**config.mk**
```make
export PLATFORM = sky130hd
export DESIGN_NAME = sagq_div_cell
export DESIGN_NICKNAME = d
export VERILOG_FILES = /design/src/rtl/sagq_pkg.sv /design/src/rtl/sagq_div_cell.sv
export SDC_FILE = /design/constraint.sdc
export NUM_CORES = 1
export LEC_CHECK = 0
export BUFFER_PORTS_ARGS = -buffer_cell sky130_fd_sc_hd__buf_2
export CORE_AREA = 2 2 137 139
export DETAILED_ROUTE_END_ITERATION = 16
export DIE_AREA = 0 0 139 141
export GPL_ROUTABILITY_DRIVEN = 0
export HOLD_SLACK_MARGIN = 0.05
export PLACE_DENSITY = 0.77
export SLEW_MARGIN = 20
export SYNTH_ARGS = -nofsm -noshare
export SYNTH_HDL_FRONTEND = slang
export SYNTH_SLANG_ARGS = --single-unit
```
**constraint.sdc**
```tcl
create_clock -name clk_i -period 1.73 [get_ports clk_i]
set_input_delay 0.173 -clock clk_i [delete_from_list [all_inputs] [get_ports clk_i]]
set_output_delay 0.173 -clock clk_i [all_outputs]
set_load 0.02 [all_outputs]
```
**src/rtl/sagq_pkg.sv**
```systemverilog
// Package for the sample average gamma quantizer.
// Holds widths and the payload structs. No dependencies.
package sagq_pkg;

  localparam int unsigned MaxSamples = 1024;
  localparam int unsigned FracBits   = 16;
  localparam int unsigned SumW       = 27;
  localparam int unsigned SppW       = 11;
  localparam int unsigned ByteW      = 8;

  typedef struct packed {
    logic [SumW-1:0] red_sum;
    logic [SumW-1:0] green_sum;
    logic [SumW-1:0] blue_sum;
  } in_word_t;

  typedef struct packed {
    logic [ByteW-1:0] red_byte;
    logic [ByteW-1:0] green_byte;
    logic [ByteW-1:0] blue_byte;
  } out_word_t;

endpackage

```
**src/rtl/sagq_div_cell.sv**
```systemverilog
// One restoring divide step for the three components.
// Depends on sagq_pkg.
module sagq_div_cell #(
  parameter int unsigned DivW = 11,
  parameter int unsigned Bit  = 0
) (
  input  logic                           clk_i,
  input  logic                           rst_ni,
  input  logic                           valid_i,
  input  logic                           en_i,
  input  logic [DivW-1:0]                div_i,
  input  logic [2:0][sagq_pkg::SumW-1:0] rem_i,
  input  logic [2:0][sagq_pkg::SumW-1:0] quo_i,
  output logic                           valid_o,
  output logic [DivW-1:0]                div_o,
  output logic [2:0][sagq_pkg::SumW-1:0] rem_o,
  output logic [2:0][sagq_pkg::SumW-1:0] quo_o
);
  localparam int unsigned W = sagq_pkg::SumW + DivW;

  logic                           valid_q;
  logic [DivW-1:0]                div_q;
  logic [2:0][sagq_pkg::SumW-1:0] rem_d, rem_q, quo_d, quo_q;

  always_comb begin
    for (int c = 0; c < 3; c++) begin
      logic [W-1:0] sh;
      sh = {{DivW{1'b0}}, rem_i[c]} >> Bit;
      rem_d[c] = rem_i[c];
      quo_d[c] = quo_i[c];
      if (sh >= {{sagq_pkg::SumW{1'b0}}, div_i}) begin
        rem_d[c] = rem_i[c] - sagq_pkg::SumW'({{sagq_pkg::SumW{1'b0}}, div_i} << Bit);
        quo_d[c][Bit] = 1'b1;
      end
    end
  end

  always_ff @(posedge clk_i or negedge rst_ni) begin
    if (!rst_ni) begin
      valid_q <= 1'b0;
    end else if (en_i) begin
      valid_q <= valid_i;
    end
  end

  always_ff @(posedge clk_i) begin
    if (en_i) begin
      div_q <= div_i;
      rem_q <= rem_d;
      quo_q <= quo_d;
    end
  end

  assign valid_o = valid_q;
  assign div_o   = div_q;
  assign rem_o   = rem_q;
  assign quo_o   = quo_q;
endmodule

```
==> flow_metrics.env <==
export IMPL_status="finished, violations left"
export IMPL_violations="negative setup slack"
export IMPL_cts_root_buf="clkbuf_16"
export IMPL_fin_ws_ns=-0.5262
export IMPL_initial_core_util=0.4502
export IMPL_stdcell_count=1537
export IMPL_ant_nets=0
export IMPL_end_kind="register"
export IMPL_crit_path_start_kind="input pin"
export IMPL_setup_violations=84
export IMPL_internal_power_mw=8.598
export IMPL_ys_seq_elements=174
export IMPL_drive_gt1_frac=0.5914
export IMPL_dpl_hpwl_um=19920
export IMPL_synth_top_area_share=0.6317
export IMPL_grt_max_degree=52
export IMPL_p_switching_mw=3.958
export IMPL_hold_viol_final=0
export IMPL_synth_seq_area_share=0.6347
export IMPL_core_area_um2=18270
export IMPL_synth_cells=618
export IMPL_syn_area_um2=8224
export IMPL_grt_pass1_wl_um=46530
export IMPL_finalCritPeriodShare=1.304
export IMPL_synth_edf_count=173
export IMPL_clock_latency_ns=0.43
export IMPL_min_delay_path_depth=2
export IMPL_rsz0062_at_grt="yes"
export IMPL_vias=8191
export IMPL_crit_end="rem_o[20]"
export IMPL_cts_reportedPaths_clkPinSlew_ns=0.08
export IMPL_die_w_um=139
export IMPL_synthFlopType="edfxtp_1"
export IMPL_clk_path_buf_depth=2
export IMPL_final_min_clock_period_ns=2.256
export IMPL_grt_antenna_before_repair=6
export IMPL_row_count=50
export IMPL_slew_violations=0
export IMPL_synth_top_area_cell="edfxtp_1"
export IMPL_async_flop_share=0.005747
export IMPL_cp_startpoint="div_i[10]"
export IMPL_fin_nets=1497
export IMPL_drtIter0Drc=547
export IMPL_path_cells="buf_12 > inv_12 > ha_4 > or4b_4 > nor2b_4 > and3_4 > nor4b_4 > or4_4 > buf_12 > nor4_4 > xor2_1"
export IMPL_power_leakage_nw=6.370
export IMPL_tritoncts="yes"
export IMPL_port_buffers=350
export IMPL_layout_commonest_cell="buf_2"
export IMPL_pwr_share_seq=0.418
export IMPL_pre_cts_ws_ns=-0.9880
export IMPL_dp_cells=1372
export IMPL_finalWirelength_um=32530
export IMPL_clkPwrFrac=0.322
export IMPL_crit_type="input pin to register"
export IMPL_max_cap_viol_count=0
export IMPL_h_tree_depth=4
export IMPL_pwr_density_cell_nw_per_um2=847.3
export IMPL_critPathArrivalTime_ns=2.43
export IMPL_via_per_inst=5.329
export IMPL_tightest_slew_ns=0.5208
export IMPL_reg2reg_to="valid_o"
export IMPL_relSlewSlack=0.6501
export IMPL_grt_pass1_vias=8620
export IMPL_crit_fanout=4
export IMPL_hold_class="input pin to register"
export IMPL_finClkSkew_ns=0
export IMPL_combPwrFrac=0.260
export IMPL_clock_fmax_mhz=443.2
export IMPL_vdd_ir_drop_max_mv=0.6852
export IMPL_cp_data_required_time_ns=1.91
export IMPL_slowest_delay_ns=0.54
export IMPL_grt_usage=0.3083
export IMPL_dieArea_um2=19600
export IMPL_reg2reg_slack_ns=0.98
export IMPL_slowest_stage="or4_4"
export IMPL_dr_pass1_iters=5
export IMPL_final_cell_mix="340 x buf_2, 173 x buf_4, 173 x edfxtp_1"
export IMPL_drc=0
export IMPL_cts_buffers_inserted=17
export IMPL_r2r_start="valid_o"
export IMPL_die_h_um=141
export IMPL_r2r_cells=1
export IMPL_cp_common_cell="buf_12"
export IMPL_yosysWarnings=0
export IMPL_wl_per_cell_um=21.17
export IMPL_overflow=0
export IMPL_synth_area_leaders="edfxtp_1 63%, ha_1 5.0%, xor2_1 4.3%"
export IMPL_syn_to_final_growth_pct=80.19
export IMPL_swShare=0.3152
export IMPL_ioPinCount=351
export IMPL_synth_nets=831
export IMPL_ys_types=54
export IMPL_cts_sinks=174
export IMPL_postSynthAreaPerCell_um2=13.31
power groups by stage:
stage          Clock [mW]  Combinational [mW]  Sequential, mW
2_1_floorplan           0               0.778            5.85
5_1_grt              4.23                3.42            5.28
3_3_place_gp            0                2.58            5.31
6_report             4.04                3.27            5.25
4_1_cts              4.03                3.03            5.23
3_5_place_dp            0                2.63            5.32
routing by layer:
layer / vias up / wire length [um] / GRT usage
li1: 3661 / - / -
met1: 3988 / 11960 / 0.3500
met2: 443 / 17280 / 0.5727
met3: 99 / 1957 / 0.05469
met4: 0 / 1333 / 0.1302
met5: - / 0 / 0
critical path: cells and delay by family:
| kind | cells | cell delay (ns) |
|---|---|---|
| xor gates and xnor gates | 1 | 0.11 |
| adders and majority gates | 1 | 0.26 |
| buffers and inverters | 3 | 0.27 |
| and+or+nand+nor | 6 | 1.61 |
cell families (layout without fill, tap and decap cells):
logic type | Yosys count | in the layout | share of synthesized area
buffers and inverters | 33 | 712 | 0.01567
muxes | 11 | 11 | 0.01476
DFF | 174 | 174 | 0.6347
and+or+nand+nor | 184 | 184 | 0.1222
xor gates and xnor gates | 72 | 72 | 0.07668
adders and majority gates | 36 | 36 | 0.05751
AOI/OAI and AO/OA | 108 | 108 | 0.07850
other | 0 | 6 | 0
timing repair:
| action | 4_1_cts | 5_1_grt |
|---|---|---|
| gates resized for setup | 131 | 77 |
| hold buffers | 101 | 0 |
| setup endpoints to repair | 84 | 84 |
| pin swaps | 51 | 56 |
| cloned | 2 | 0 |
| hold endpoints to repair | 100 | 0 |
| setup buffers | 22 | 10 |
per-stage QoR:
stage / power, mW / utilization / hold slack, ns / setup TNS [ns] / cell area (um^2)
3_3_place_gp: 7.887 / 0.6576 / -0.05153 / -58.80 / 12010
6_report: 12.56 / 0.8112 / 0.06776 / -25.11 / 14820
5_1_grt: 12.94 / 0.8112 / 0.07511 / -30.05 / 14820
4_1_cts: 12.29 / 0.7889 / 0.05146 / -20.66 / 14410
2_1_floorplan: 6.632 / - / -0.1226 / -32.36 / 8655
3_5_place_dp: 7.949 / 0.6576 / -0.04901 / -61.42 / 12010
synth_stat cells (2+ instances only):
library cell,count
edfxtp_1,173
nor2_1,44
a21oi_1,43
xor2_1,40
ha_1,33
nand2_1,33
xnor2_1,32
o21ai_0,27
inv_1,23
nor3_1,17
nand3_1,15
or3_1,10
a21o_1,9
mux2_2,9
nand2b_1,9
clkbuf_1,8
nor2b_1,8
or4_1,8
nor4_1,7
or2_2,6
o21bai_1,5
nand4_1,4
a211oi_1,3
and3_1,3
fa_1,3
nand3b_1,3
nor4_2,3
o211ai_1,3
o21a_1,3
a31oi_1,2
and3b_1,2
and4_1,2
mux2i_1,2
nand4b_1,2
nor4b_1,2
nor4bb_1,2
o2111ai_1,2
o31ai_1,2
sequential cells by signal, summed over array words and instances, names as in the netlist:
signal / cells
valid_o: 1
quo_o: 81
rem_o: 81
div_o: 11
worst min-delay path by stage:
| stage | startpoint | endpoint |
|---|---|---|
| after floorplan | rst_ni | valid_o |
| after global placement | rst_ni | valid_o |
| after detailed placement | rst_ni | valid_o |
| after CTS | rem_i[3] | rem_o[3] |
| after global routing | rem_i[25] | rem_o[25] |
| final | rem_i[25] | rem_o[25] |
cell type report:
| class | count | area, um^2 |
|---|---|---|
| fill | 943 | 3448 |
| tap | 234 | 292.8 |
| timing repair buffer | 657 | 4578 |
| clock buffer | 17 | 425.4 |
| inverter | 23 | 102.6 |
| multi-input combinational | 411 | 3971 |
| antenna | 6 | 15.01 |
| clock inverter | 15 | 214.0 |
| sequential | 174 | 5220 |
Note: power is estimated with default switching activity, not from simulation.
